===== src/hdl/cfsu_pkg.sv =====
package cfsu_pkg;

  localparam int unsigned MaxOrder = 8;
  localparam int unsigned FracBits = 12;
  localparam int unsigned DataW    = 16;
  localparam int unsigned AccW     = 40;
  localparam int unsigned IdxW     = 3;
  localparam int unsigned OrderW   = 4;
  localparam int unsigned NumW     = AccW + 1;
  localparam int unsigned ProdW    = 2 * DataW;
  localparam int unsigned MemW     = 2 * DataW;
  localparam int unsigned NumLanes = 2;
  localparam int unsigned DivCntW  = $clog2(DataW + 1);

  localparam logic [OrderW-1:0] OrderReset = OrderW'(4);

  typedef logic [IdxW-1:0]          idx_t;
  typedef logic signed [DataW-1:0]  data_t;
  typedef logic signed [AccW-1:0]   acc_t;
  typedef logic signed [NumW-1:0]   num_t;
  typedef logic [OrderW-1:0]        order_t;

  typedef struct packed {
    idx_t  row;
    idx_t  col;
    data_t l_real;
    data_t l_imag;
    data_t z_real;
    data_t z_imag;
  } in_item_t;

  typedef struct packed {
    idx_t  out_row;
    data_t u_real;
    data_t u_imag;
    logic  div_error;
    logic  last;
  } out_item_t;

  typedef enum logic [2:0] {
    S_IDLE,
    S_MUL,
    S_ACC,
    S_ABS,
    S_PREP,
    S_CHK,
    S_DIV,
    S_DONE
  } state_e;

endpackage


===== src/hdl/cfsu_if.sv =====
interface cfsu_in_if;
  logic               valid;
  logic               ready;
  cfsu_pkg::in_item_t data;
  modport source (output valid, output data, input ready);
  modport sink (input valid, input data, output ready);
endinterface

interface cfsu_out_if;
  logic                valid;
  logic                ready;
  cfsu_pkg::out_item_t data;
  modport source (output valid, output data, input ready);
  modport sink (input valid, input data, output ready);
endinterface

interface cfsu_cfg_if;
  logic             valid;
  logic             ready;
  cfsu_pkg::order_t data;
  modport source (output valid, output data, input ready);
  modport sink (input valid, input data, output ready);
endinterface


===== src/hdl/complex_forward_substitution_unit.sv =====
// channel   dir  payload                                      transaction
// in_ch     in   row, col, l_real, l_imag, z_real, z_imag     valid & ready
// out_ch    out  out_row, u_real, u_imag, div_error, last     valid & ready
// cfg_ch    in   order                                        valid & ready
//
// one element at a time: ignored elements are dropped on acceptance, off-diagonal elements go
// through solution ram read, four products and accumulate, diagonal elements through the
// 16-step bit-serial divider that handles real and imaginary parts side by side; a diagonal
// <= 0 skips the divider. rst_ni clears control state, accumulators and order
// (back to 4); the solution ram is not cleared. a result waiting on out_ch stalls only
// the next diagonal element at its final cycle.
module complex_forward_substitution_unit (
  input logic         clk_i,
  input logic         rst_ni,
  cfsu_in_if.sink     in_ch,
  cfsu_out_if.source  out_ch,
  cfsu_cfg_if.sink    cfg_ch
);

  localparam cfsu_pkg::acc_t AccMax = {1'b0, {(cfsu_pkg::AccW-1){1'b1}}};
  localparam cfsu_pkg::acc_t AccMin = {1'b1, {(cfsu_pkg::AccW-1){1'b0}}};
  localparam cfsu_pkg::data_t DataMax = {1'b0, {(cfsu_pkg::DataW-1){1'b1}}};
  localparam cfsu_pkg::data_t DataMin = {1'b1, {(cfsu_pkg::DataW-1){1'b0}}};
  localparam int unsigned HiW = cfsu_pkg::NumW - cfsu_pkg::DataW;

  cfsu_pkg::state_e state_q, state_d;
  cfsu_pkg::order_t order_q;
  cfsu_pkg::acc_t   acc_q [cfsu_pkg::NumLanes];
  cfsu_pkg::acc_t   acc_d [cfsu_pkg::NumLanes];

  logic [cfsu_pkg::MemW-1:0] sol_mem [cfsu_pkg::MaxOrder];
  logic [cfsu_pkg::MemW-1:0] sol_rd_q;

  cfsu_pkg::idx_t   row_q;
  cfsu_pkg::data_t  l_re_q, l_im_q;
  logic             err_q;
  logic signed [cfsu_pkg::ProdW-1:0] p_rr_q, p_ii_q, p_ri_q, p_ir_q;

  cfsu_pkg::num_t            num_q [cfsu_pkg::NumLanes];
  logic                      neg_q [cfsu_pkg::NumLanes];
  logic [cfsu_pkg::NumW-1:0] mag_q [cfsu_pkg::NumLanes];
  logic [cfsu_pkg::NumW-1:0] dvd_q [cfsu_pkg::NumLanes];
  logic                      ovf_q [cfsu_pkg::NumLanes];
  logic [cfsu_pkg::DataW-1:0] rem_q [cfsu_pkg::NumLanes];
  logic [cfsu_pkg::DataW-1:0] rem_d [cfsu_pkg::NumLanes];
  logic [cfsu_pkg::DataW-1:0] sh_q  [cfsu_pkg::NumLanes];
  logic [cfsu_pkg::DataW-1:0] sh_d  [cfsu_pkg::NumLanes];
  cfsu_pkg::data_t            res   [cfsu_pkg::NumLanes];
  logic [cfsu_pkg::DivCntW-1:0] cnt_q;

  logic                out_valid_q;
  cfsu_pkg::out_item_t out_q;

  logic in_fire, in_use, in_off, in_diag_err, done_fire, mem_re;
  logic [cfsu_pkg::DataW:0]   den_ext;
  logic [cfsu_pkg::NumW-1:0]  half_ext;
  logic signed [cfsu_pkg::DataW-1:0] u_re, u_im;
  logic signed [cfsu_pkg::NumW-1:0]  step_sum [cfsu_pkg::NumLanes];
  cfsu_pkg::num_t                    z_ext [cfsu_pkg::NumLanes];

  assign cfg_ch.ready = 1'b1;
  assign out_ch.valid = out_valid_q;
  assign out_ch.data  = out_q;

  assign in_fire     = in_ch.valid & in_ch.ready;
  assign in_use      = ({1'b0, in_ch.data.row} < order_q) && (in_ch.data.col <= in_ch.data.row);
  assign in_off      = in_ch.data.col < in_ch.data.row;
  assign in_diag_err = in_ch.data.l_real[cfsu_pkg::DataW-1] || (in_ch.data.l_real == '0);

  assign u_re = sol_rd_q[cfsu_pkg::DataW-1:0];
  assign u_im = sol_rd_q[cfsu_pkg::MemW-1:cfsu_pkg::DataW];

  assign den_ext  = {1'b0, l_re_q};
  assign half_ext = {{(HiW+1){1'b0}}, l_re_q[cfsu_pkg::DataW-1:1]};

  assign z_ext[0] = {{HiW{in_ch.data.z_real[cfsu_pkg::DataW-1]}}, in_ch.data.z_real};
  assign z_ext[1] = {{HiW{in_ch.data.z_imag[cfsu_pkg::DataW-1]}}, in_ch.data.z_imag};

  // next state
  always_comb begin
    state_d = state_q;
    unique case (state_q)
      cfsu_pkg::S_IDLE: begin
        if (in_fire && in_use) begin
          if (in_off) begin
            state_d = cfsu_pkg::S_MUL;
          end else if (in_diag_err) begin
            state_d = cfsu_pkg::S_DONE;
          end else begin
            state_d = cfsu_pkg::S_ABS;
          end
        end
      end
      cfsu_pkg::S_MUL:  state_d = cfsu_pkg::S_ACC;
      cfsu_pkg::S_ACC:  state_d = cfsu_pkg::S_IDLE;
      cfsu_pkg::S_ABS:  state_d = cfsu_pkg::S_PREP;
      cfsu_pkg::S_PREP: state_d = cfsu_pkg::S_CHK;
      cfsu_pkg::S_CHK:  state_d = cfsu_pkg::S_DIV;
      cfsu_pkg::S_DIV: begin
        if (cnt_q == '0) begin
          state_d = cfsu_pkg::S_DONE;
        end
      end
      cfsu_pkg::S_DONE: begin
        if (done_fire) begin
          state_d = cfsu_pkg::S_IDLE;
        end
      end
      default: state_d = cfsu_pkg::S_IDLE;
    endcase
  end

  // control outputs
  always_comb begin
    in_ch.ready = 1'b0;
    done_fire   = 1'b0;
    mem_re      = 1'b0;
    unique case (state_q)
      cfsu_pkg::S_IDLE: begin
        in_ch.ready = 1'b1;
        mem_re      = in_ch.valid && in_use && in_off;
      end
      cfsu_pkg::S_DONE: done_fire = !out_valid_q || out_ch.ready;
      default: ;
    endcase
  end

  // accumulate, divider step and saturation per lane
  always_comb begin
    logic signed [cfsu_pkg::ProdW:0] prod_sum;
    logic [cfsu_pkg::DataW:0]        trial;
    logic [cfsu_pkg::DataW-1:0]      q;
    for (int l = 0; l < cfsu_pkg::NumLanes; l++) begin
      if (l == 0) begin
        prod_sum = {p_rr_q[cfsu_pkg::ProdW-1], p_rr_q} - {p_ii_q[cfsu_pkg::ProdW-1], p_ii_q};
      end else begin
        prod_sum = {p_ri_q[cfsu_pkg::ProdW-1], p_ri_q} + {p_ir_q[cfsu_pkg::ProdW-1], p_ir_q};
      end
      step_sum[l] = {acc_q[l][cfsu_pkg::AccW-1], acc_q[l]}
                  + {{(cfsu_pkg::NumW-cfsu_pkg::ProdW-1){prod_sum[cfsu_pkg::ProdW]}}, prod_sum};
      if (step_sum[l] > $signed({AccMax[cfsu_pkg::AccW-1], AccMax})) begin
        acc_d[l] = AccMax;
      end else if (step_sum[l] < $signed({AccMin[cfsu_pkg::AccW-1], AccMin})) begin
        acc_d[l] = AccMin;
      end else begin
        acc_d[l] = step_sum[l][cfsu_pkg::AccW-1:0];
      end

      trial = {rem_q[l], sh_q[l][cfsu_pkg::DataW-1]};
      if (trial >= den_ext) begin
        trial    = trial - den_ext;
        sh_d[l]  = {sh_q[l][cfsu_pkg::DataW-2:0], 1'b1};
      end else begin
        sh_d[l]  = {sh_q[l][cfsu_pkg::DataW-2:0], 1'b0};
      end
      rem_d[l] = trial[cfsu_pkg::DataW-1:0];

      q = sh_q[l];
      if (neg_q[l]) begin
        if (ovf_q[l] || (q[cfsu_pkg::DataW-1] && |q[cfsu_pkg::DataW-2:0])) begin
          res[l] = DataMin;
        end else begin
          res[l] = -$signed(q);
        end
      end else begin
        if (ovf_q[l] || q[cfsu_pkg::DataW-1]) begin
          res[l] = DataMax;
        end else begin
          res[l] = $signed(q);
        end
      end
    end
  end

  // solution ram
  always_ff @(posedge clk_i) begin
    if (done_fire) begin
      sol_mem[row_q] <= err_q ? '0 : {res[1], res[0]};
    end
    if (mem_re) begin
      sol_rd_q <= sol_mem[in_ch.data.col];
    end
  end

  always_ff @(posedge clk_i or negedge rst_ni) begin
    if (!rst_ni) begin
      state_q     <= cfsu_pkg::S_IDLE;
      order_q     <= cfsu_pkg::OrderReset;
      out_valid_q <= 1'b0;
      for (int l = 0; l < cfsu_pkg::NumLanes; l++) begin
        acc_q[l] <= '0;
      end
    end else begin
      state_q <= state_d;
      if (cfg_ch.valid) begin
        order_q <= cfg_ch.data;
      end
      if (done_fire) begin
        out_valid_q <= 1'b1;
      end else if (out_ch.ready) begin
        out_valid_q <= 1'b0;
      end
      for (int l = 0; l < cfsu_pkg::NumLanes; l++) begin
        if (done_fire) begin
          acc_q[l] <= '0;
        end else if (state_q == cfsu_pkg::S_ACC) begin
          acc_q[l] <= acc_d[l];
        end
      end
    end
  end

  // datapath
  always_ff @(posedge clk_i) begin
    unique case (state_q)
      cfsu_pkg::S_IDLE: begin
        if (in_fire) begin
          row_q  <= in_ch.data.row;
          l_re_q <= in_ch.data.l_real;
          l_im_q <= in_ch.data.l_imag;
          err_q  <= in_diag_err;
          for (int l = 0; l < cfsu_pkg::NumLanes; l++) begin
            num_q[l] <= (z_ext[l] <<< cfsu_pkg::FracBits)
                      - {acc_q[l][cfsu_pkg::AccW-1], acc_q[l]};
          end
        end
      end
      cfsu_pkg::S_MUL: begin
        p_rr_q <= cfsu_pkg::ProdW'(l_re_q) * cfsu_pkg::ProdW'(u_re);
        p_ii_q <= cfsu_pkg::ProdW'(l_im_q) * cfsu_pkg::ProdW'(u_im);
        p_ri_q <= cfsu_pkg::ProdW'(l_re_q) * cfsu_pkg::ProdW'(u_im);
        p_ir_q <= cfsu_pkg::ProdW'(l_im_q) * cfsu_pkg::ProdW'(u_re);
      end
      cfsu_pkg::S_ABS: begin
        for (int l = 0; l < cfsu_pkg::NumLanes; l++) begin
          neg_q[l] <= num_q[l][cfsu_pkg::NumW-1];
          mag_q[l] <= num_q[l][cfsu_pkg::NumW-1] ? -num_q[l] : num_q[l];
        end
      end
      cfsu_pkg::S_PREP: begin
        for (int l = 0; l < cfsu_pkg::NumLanes; l++) begin
          dvd_q[l] <= mag_q[l] + half_ext;
        end
      end
      cfsu_pkg::S_CHK: begin
        cnt_q <= cfsu_pkg::DivCntW'(cfsu_pkg::DataW - 1);
        for (int l = 0; l < cfsu_pkg::NumLanes; l++) begin
          ovf_q[l] <= dvd_q[l][cfsu_pkg::NumW-1:cfsu_pkg::DataW]
                      >= {{(HiW-cfsu_pkg::DataW){1'b0}}, l_re_q};
          rem_q[l] <= dvd_q[l][cfsu_pkg::DataW +: cfsu_pkg::DataW];
          sh_q[l]  <= dvd_q[l][cfsu_pkg::DataW-1:0];
        end
      end
      cfsu_pkg::S_DIV: begin
        cnt_q <= cnt_q - cfsu_pkg::DivCntW'(1);
        for (int l = 0; l < cfsu_pkg::NumLanes; l++) begin
          rem_q[l] <= rem_d[l];
          sh_q[l]  <= sh_d[l];
        end
      end
      cfsu_pkg::S_DONE: begin
        if (done_fire) begin
          out_q.out_row   <= row_q;
          out_q.u_real    <= err_q ? '0 : res[0];
          out_q.u_imag    <= err_q ? '0 : res[1];
          out_q.div_error <= err_q;
          out_q.last      <= ({1'b0, row_q} + cfsu_pkg::OrderW'(1)) == order_q;
        end
      end
      default: ;
    endcase
  end

endmodule


===== src/flat_wrapper.sv =====
// flat-port wrapper written by rule: the top's interface ports become plain ports
module complex_forward_substitution_unit_flat 
  (clk_i, rst_ni, in_ch_valid, in_ch_data, in_ch_ready, out_ch_valid, out_ch_data, out_ch_ready, cfg_ch_valid, cfg_ch_data, cfg_ch_ready);
  cfsu_in_if in_ch_i ();
  cfsu_out_if out_ch_i ();
  cfsu_cfg_if cfg_ch_i ();
  input logic clk_i;
  input logic rst_ni;
  input wire logic [$bits(in_ch_i.valid)-1:0] in_ch_valid;
  input wire logic [$bits(in_ch_i.data)-1:0] in_ch_data;
  output wire logic [$bits(in_ch_i.ready)-1:0] in_ch_ready;
  output wire logic [$bits(out_ch_i.valid)-1:0] out_ch_valid;
  output wire logic [$bits(out_ch_i.data)-1:0] out_ch_data;
  input wire logic [$bits(out_ch_i.ready)-1:0] out_ch_ready;
  input wire logic [$bits(cfg_ch_i.valid)-1:0] cfg_ch_valid;
  input wire logic [$bits(cfg_ch_i.data)-1:0] cfg_ch_data;
  output wire logic [$bits(cfg_ch_i.ready)-1:0] cfg_ch_ready;
  assign in_ch_i.valid = in_ch_valid;
  assign in_ch_i.data = in_ch_data;
  assign in_ch_ready = in_ch_i.ready;
  assign out_ch_valid = out_ch_i.valid;
  assign out_ch_data = out_ch_i.data;
  assign out_ch_i.ready = out_ch_ready;
  assign cfg_ch_i.valid = cfg_ch_valid;
  assign cfg_ch_i.data = cfg_ch_data;
  assign cfg_ch_ready = cfg_ch_i.ready;
  complex_forward_substitution_unit u_core (.clk_i(clk_i), .rst_ni(rst_ni), .in_ch(in_ch_i), .out_ch(out_ch_i), .cfg_ch(cfg_ch_i));
endmodule

===== config.mk =====
export PLATFORM = sky130hd
export DESIGN_NAME = complex_forward_substitution_unit_flat
export DESIGN_NICKNAME = d
export VERILOG_FILES = /design/src/hdl/cfsu_pkg.sv /design/src/hdl/cfsu_if.sv /design/src/hdl/complex_forward_substitution_unit.sv /design/src/flat_wrapper.sv
export SDC_FILE = /design/constraint.sdc
export NUM_CORES = 2
export LEC_CHECK = 0
export ABC_AREA = 1
export BUFFER_PORTS_ARGS = -buffer_cell sky130_fd_sc_hd__buf_4
export CAP_MARGIN = 20
export CORE_MARGIN = 3
export CORE_UTILIZATION = 52
export CTS_CLUSTER_SIZE = 20
export DETAILED_ROUTE_END_ITERATION = 8
export HOLD_SLACK_MARGIN = 0.15
export PLACE_DENSITY = 0.68
export SETUP_SLACK_MARGIN = 0.5
export SKIP_CTS_REPAIR_TIMING = 1
export SLEW_MARGIN = 20
export SYNTH_ARGS = -nofsm -noshare
export SYNTH_HDL_FRONTEND = slang
export SYNTH_SLANG_ARGS = --single-unit

===== constraint.sdc =====
create_clock -name clk_i -period 11.8 [get_ports clk_i]
set_input_delay 2.36 -clock clk_i [delete_from_list [all_inputs] [get_ports clk_i]]
set_output_delay 2.36 -clock clk_i [all_outputs]
set_load 0.01 [all_outputs]

* Yosys cells after proc, flatten, opt, wreduce, memory -nomap -nowiden *
Memories as Yosys holds them, arrays and structs flattened. A register that Yosys moved wholly into a read port is not among the register bits.
Index checks and enable logic that the tools add are counted.

storage, ports and cells
  register bits after elaboration = 294
  bits of input ports = 79
  word-level logic and storage cells = 148
  memories = 8
  output and inout bits = 40
  memory bits (writable) = 570

operators by class
  magnitude comparators = 11
  eq/ne operators = 11
  bitwise operators = 5
  multiply operators = 4
  multiplexer cells = 50
  reductions and logical operators = 24
  add/subtract/negate cells = 16

memory list
  memory          words  bits a word  rd ports  clocked after memory_dff  write ports  RTL line                                 text
  u_core.sol_mem  8      32           1         1                         1            complex_forward_substitution_unit.sv:31  logic [cfsu_pkg::MemW-1:0] sol_mem [cfsu_pkg::MaxOrder];
  u_core.dvd_q    2      41           2         0                         2            complex_forward_substitution_unit.sv:42  logic [cfsu_pkg::NumW-1:0] dvd_q [cfsu_pkg::NumLanes];
  u_core.mag_q    2      41           2         0                         2            complex_forward_substitution_unit.sv:41  logic [cfsu_pkg::NumW-1:0] mag_q [cfsu_pkg::NumLanes];
  u_core.num_q    2      41           2         0                         2            complex_forward_substitution_unit.sv:39  cfsu_pkg::num_t num_q [cfsu_pkg::NumLanes];
  u_core.rem_q    2      16           2         0                         2            complex_forward_substitution_unit.sv:44  logic [cfsu_pkg::DataW-1:0] rem_q [cfsu_pkg::NumLanes];
  u_core.sh_q     2      16           2         0                         2            complex_forward_substitution_unit.sv:46  logic [cfsu_pkg::DataW-1:0] sh_q [cfsu_pkg::NumLanes];
  +2 memories     --     --           --        --                        --           --

operators with widths
  cell                  number
  $mux 40               8
  $mux 16               12
  $mul 16x16->32        4
  $add 40x33->41        2
  $add 41x15->41        2
  $gt 41x40->1 const B  2
  $lt 41x40->1 const B  2
  $mux 41               2
  $neg 41->41           2
  $sub 28x40->41        2
  $ge 25x16->1          2
  $ge 17x16->1          2
  $add 32x32->33        1
  $sub 32x32->33        1
  $mux 32               1
  $neg 16->16           2
  $sub 16x16->16        2
  $reduce_or 15->1      2
  $pmux 3 s8            1
  $mux 1                20
  $logic_not 16->1      1
  $mux 3                5
  $eq 3x3->1 const B    4
  $pmux 5 s2            1
  19 further kinds      38

* Longest topological paths before layout *
  depth after elaboration = 7
  gate-level depth with buffers = 28
  gate-level depth less buffers = 27

* Worst setup path after synthesis *
OpenSTA, ideal clock, no wires.

  path type = input port to flip-flop
  start point = input port in_ch_valid
  end point = register u_core.sol_rd_q[0] in the netlist's numbering (read register of u_core.sol_mem) (enable)
  setup time = 0.421 ns
  data arrival time = 9.723 ns
  required time = 11.379 ns
  setup slack = 1.656 ns
  path buffers = 0
  stages = 4
  cell sequence = inv_1 > nor2_1 > o21ai_0 > nor2_1

on the way
  cells in the longest elaborated chain, start to end = 3

ends and longest elaborated chain
  item                            RTL line                                  text
  start, declared                 flat_wrapper.sv:9                         input wire logic [$bits(in_ch_i.valid)-1:0] in_ch_valid;
  $logic_and 1x1->1 (2 in a row)  complex_forward_substitution_unit.sv:121  mem_re = in_ch.valid && in_use && in_off;
  $mux 1                          complex_forward_substitution_unit.sv:118  unique case (state_q)
  net u_core.mem_re               complex_forward_substitution_unit.sv:54   logic in_fire, in_use, in_off, in_diag_err, done_fire, mem_re;
  end, declared                   complex_forward_substitution_unit.sv:32   logic [cfsu_pkg::MemW-1:0] sol_rd_q;

The timed path passes the listed nets, and every way through them passes these cells.
A chain may end at the register's enable or synchronous reset.

* Worst setup path after layout *
  start point = register u_core.sol_rd_q[15] in the netlist's numbering (read register of u_core.sol_mem)
  end point = register u_core.p_ir_q[26] in the netlist's numbering (data pin)

on the way
  cells in the longest elaborated chain, start to end = 1

ends and longest elaborated chain
  item                  RTL line                                  text
  $mul 16x16->32        complex_forward_substitution_unit.sv:232  p_ir_q <= cfsu_pkg::ProdW'(l_im_q) * cfsu_pkg::ProdW'(u_re);
  end signal, assigned  complex_forward_substitution_unit.sv:232
  end, declared         complex_forward_substitution_unit.sv:37   logic signed [cfsu_pkg::ProdW-1:0] p_rr_q, p_ii_q, p_ri_q, p_ir_q;

No other way between the ends.

==> results.yml <==
status:
  outcome: "completed"
setup_path:
  path_class: "register to register"
  worstSetupStartpoint: "u_core.sol_rd_q[15]$_DFFE_PP_"
  crit_required_ps: 12310
  reg2reg_setup_slack_ps: 4920
  critPathArrivalTime_ps: 7390
  crit_path_top_delay_cell: "clkinv_1"
  critPathMaxStageDelay_ps: 730
  path_delay_family: "adder cells"
  cp_max_fo: 14
  end_kind: "register"
  path_buf_inv: 6
  worstReg2RegStart: "u_core.sol_rd_q[15]$_DFFE_PP_"
  startpoint_type: "register"
sta:
  setup_viol: 0
  post-route-min-period_ps: 6880
  final_hold_viol_count: 0
  finClkSkew_ps: 51.5
  tns_ps: 0
  tightest_slew_ps: 1120
  fin_crit_sh_pct: 58.3
  finalMaxSlewViolations: 0
  worst_slack_ps: 4920
  relSlewSlack_pct: 25.0
  fmax_ghz: 0.145
  hold_slack_ps: 492
  rsz0062_at_grt: "false"
yosys:
  ys_async_sr_fraction_pct: 9.82
  syn_area_um2: 93900
  synth_cells: 10891
  synth_seq_cells: 896
  synth.most_common_cell: "inv_1"
  avgSynthCellArea_um2: 8.62
  yosysTopAreaCellShare_pct: 25.8
  synthTopCellsByArea: "edfxtp_1, fa_1, inv_1"
  synth_top_flop_cell: "edfxtp_1"
  synth-edff-count: 808
  ys_warn_count: 0
  mappedNetlistNets: 12674
  synth.distinct_cells: 66
  ys_seq_area_share_pct: 28.2
  synthTopCellsByCount: "inv_1, nand2_1, fa_1"
  yosys.area.top_type: "edfxtp_1"
route:
  drt_iter0_markers: 6039
  vias: 73176
  ant_nets: 0
  routed_wl_mm: 284
  post_drt_via_cell_ratio: 5.48
  drt-pass1-iter-count: 6
  post-route-drc-count: 0
  post_drt_wl_per_cell_um: 21.2
final_layout:
  area_growth_pct: 7.39
  nets: 12686
  fillerInstances: 16232
  layout-drive-gt1-share_pct: 5.85
die:
  core_area_um2: 179000
  die_w_um: 431
  initial_core_util_pct: 52.5
  io_pins: 119
  die_h_um: 431
  die-area_um2: 186000
  placementRows: 155
global_routing:
  grt_pass1_vias: 76378
  grt_max_degree: 107
  antenna_found_initial: 11
  overflow: 0
  grt_pass1_wl_mm: 445
  grt_usage_pct: 31.3
cts:
  cts.clk_slew.worst_paths_ps: 80
  cts.sink_count: 896
  h-tree-depth: 3
  clock_latency_ps: 780
  cts_tree: "done"
  numCtsBuffers: 103
  clockBufferDepth: 3
  clk_root_buffer_cell: "clkbuf_16"
run:
  cap_violations: 0
placed_design:
  place_ws_ps: 5050
  place_congestion: 1.01
  port_buffers: 117
  dp.final_hpwl_mm: 223
worst_hold_path:
  worstHoldStart: "u_core.acc_q[77]$_DFFE_PN0P_"
  hp-class: "register to register"
## cells by family (layout without fill, tap and decap cells)
family          Yosys count  in the layout  share of synthesized area [%]
compound gates         1139           1139                           6.91
xor+xnor                439            439                           4.09
fa+ha+maj              1704           1704                           31.8
buf+inv                2801           2902                           11.3
flops                   896            896                           28.2
mux                       1              1                         0.0120
other cells               1              7                        0.00399
simple gates           3910           3910                           17.7
## sequential cells by signal, summed over array words and instances (netlist names), 2 cells and up
signal,flops
u_core.order_q,4
u_core.sol_rd_q,32
u_core.cnt_q,5
u_core.neg_q,2
u_core.rem_q,32
u_core.ovf_q,2
u_core.num_q,82
u_core.mag_q,82
u_core.p_ri_q,32
u_core.dvd_q,82
u_core.acc_q,80
u_core.sh_q,32
u_core.out_ch.data,37
u_core.sol_mem,256
u_core.l_im_q,16
u_core.p_ii_q,32
u_core.state_q,3
u_core.p_rr_q,32
u_core.row_q,3
u_core.l_re_q,16
u_core.p_ir_q,32
## per-layer routing
layer / vias to the layer above / GRT usage (%) / part of all wire (%)
met1: 35871 / 40.3 / 40
met5: - / 0 / 0
met4: 0 / 16.8 / 6.3
met2: 2845 / 51.3 / 47
li1: 33773 / - / -
met3: 687 / 4.49 / 7.0
## worst min-delay path: stages (launching register included)
cell and delay, ps:
dfrtp_1 340, nand2_1 60, nand3_2 60
## layout by cell type, fill, tap and decap left out, types with 11 or more instances in the layout
master,synthesis,routed
o21ai_0,387,387
xor2_1,296,296
a21o_1,39,39
clkinv_1,3,11
buf_4,1,225
o21a_1,15,15
o21ai_1,16,16
or2_2,17,17
fa_1,1133,1133
edfxtp_1,808,808
inv_1,2470,2468
dfrtp_1,87,87
nor4_1,53,53
clkinv_2,0,20
o22ai_1,42,42
nand2_2,24,24
ha_1,571,571
nand2_1,2387,2387
nand3b_1,18,18
a21oi_1,394,394
o21bai_1,49,49
a21boi_0,16,16
xnor2_1,143,143
clkbuf_1,278,23
nor2_2,14,15
clkbuf_16,0,105
nand4_1,93,93
a21oi_2,12,12
o211ai_1,32,32
nor2_4,3,18
nand3_1,248,248
nand3_2,127,127
nor3_1,100,97
nor2_1,808,792
a31oi_1,74,74
a211oi_1,18,17
## cell type report
class	count	area, um2	area share, %
Clock buffer	131	2760	2.73
Antenna cell	6	15.0	0.0149
Timing Repair Buffer	226	1700	1.68
Multi-Input combinational cell	7194	56900	56.4
Tap cell	2355	2950	2.92
Sequential cell	896	26500	26.2
Clock inverter	63	724	0.718
Inverter	2482	9320	9.24
## stage by stage
stage          cell area [um2]  utilization (%)  cells
2_1_floorplan            93900                -  10891
3_3_place_gp             97300             54.4  13152
3_5_place_dp             97300             54.4  13152
4_1_cts                 101000             56.3  13346
5_1_grt                 101000             56.3  13348
6_report                101000             56.3  13353
## worst paths after layout
check | to | depth (start not counted)
setup / recovery | u_core.p_ir_q[26]$_DFFE_PP_ | 25
hold / removal | u_core.acc_q[77]$_DFFE_PN0P_ | 2
setup reg to reg | u_core.p_ir_q[26]$_DFFE_PP_ | 25
hold reg to reg | u_core.acc_q[77]$_DFFE_PN0P_ | 2
max in group asynchronous | u_core.acc_q[28]$_DFFE_PN0P_ | 2
min in group asynchronous | u_core.order_q[0]$_DFFE_PN0P_ | 1
Power is not shown: default switching activity piles up to over one toggle a cycle in this logic, so the estimate is an artifact.
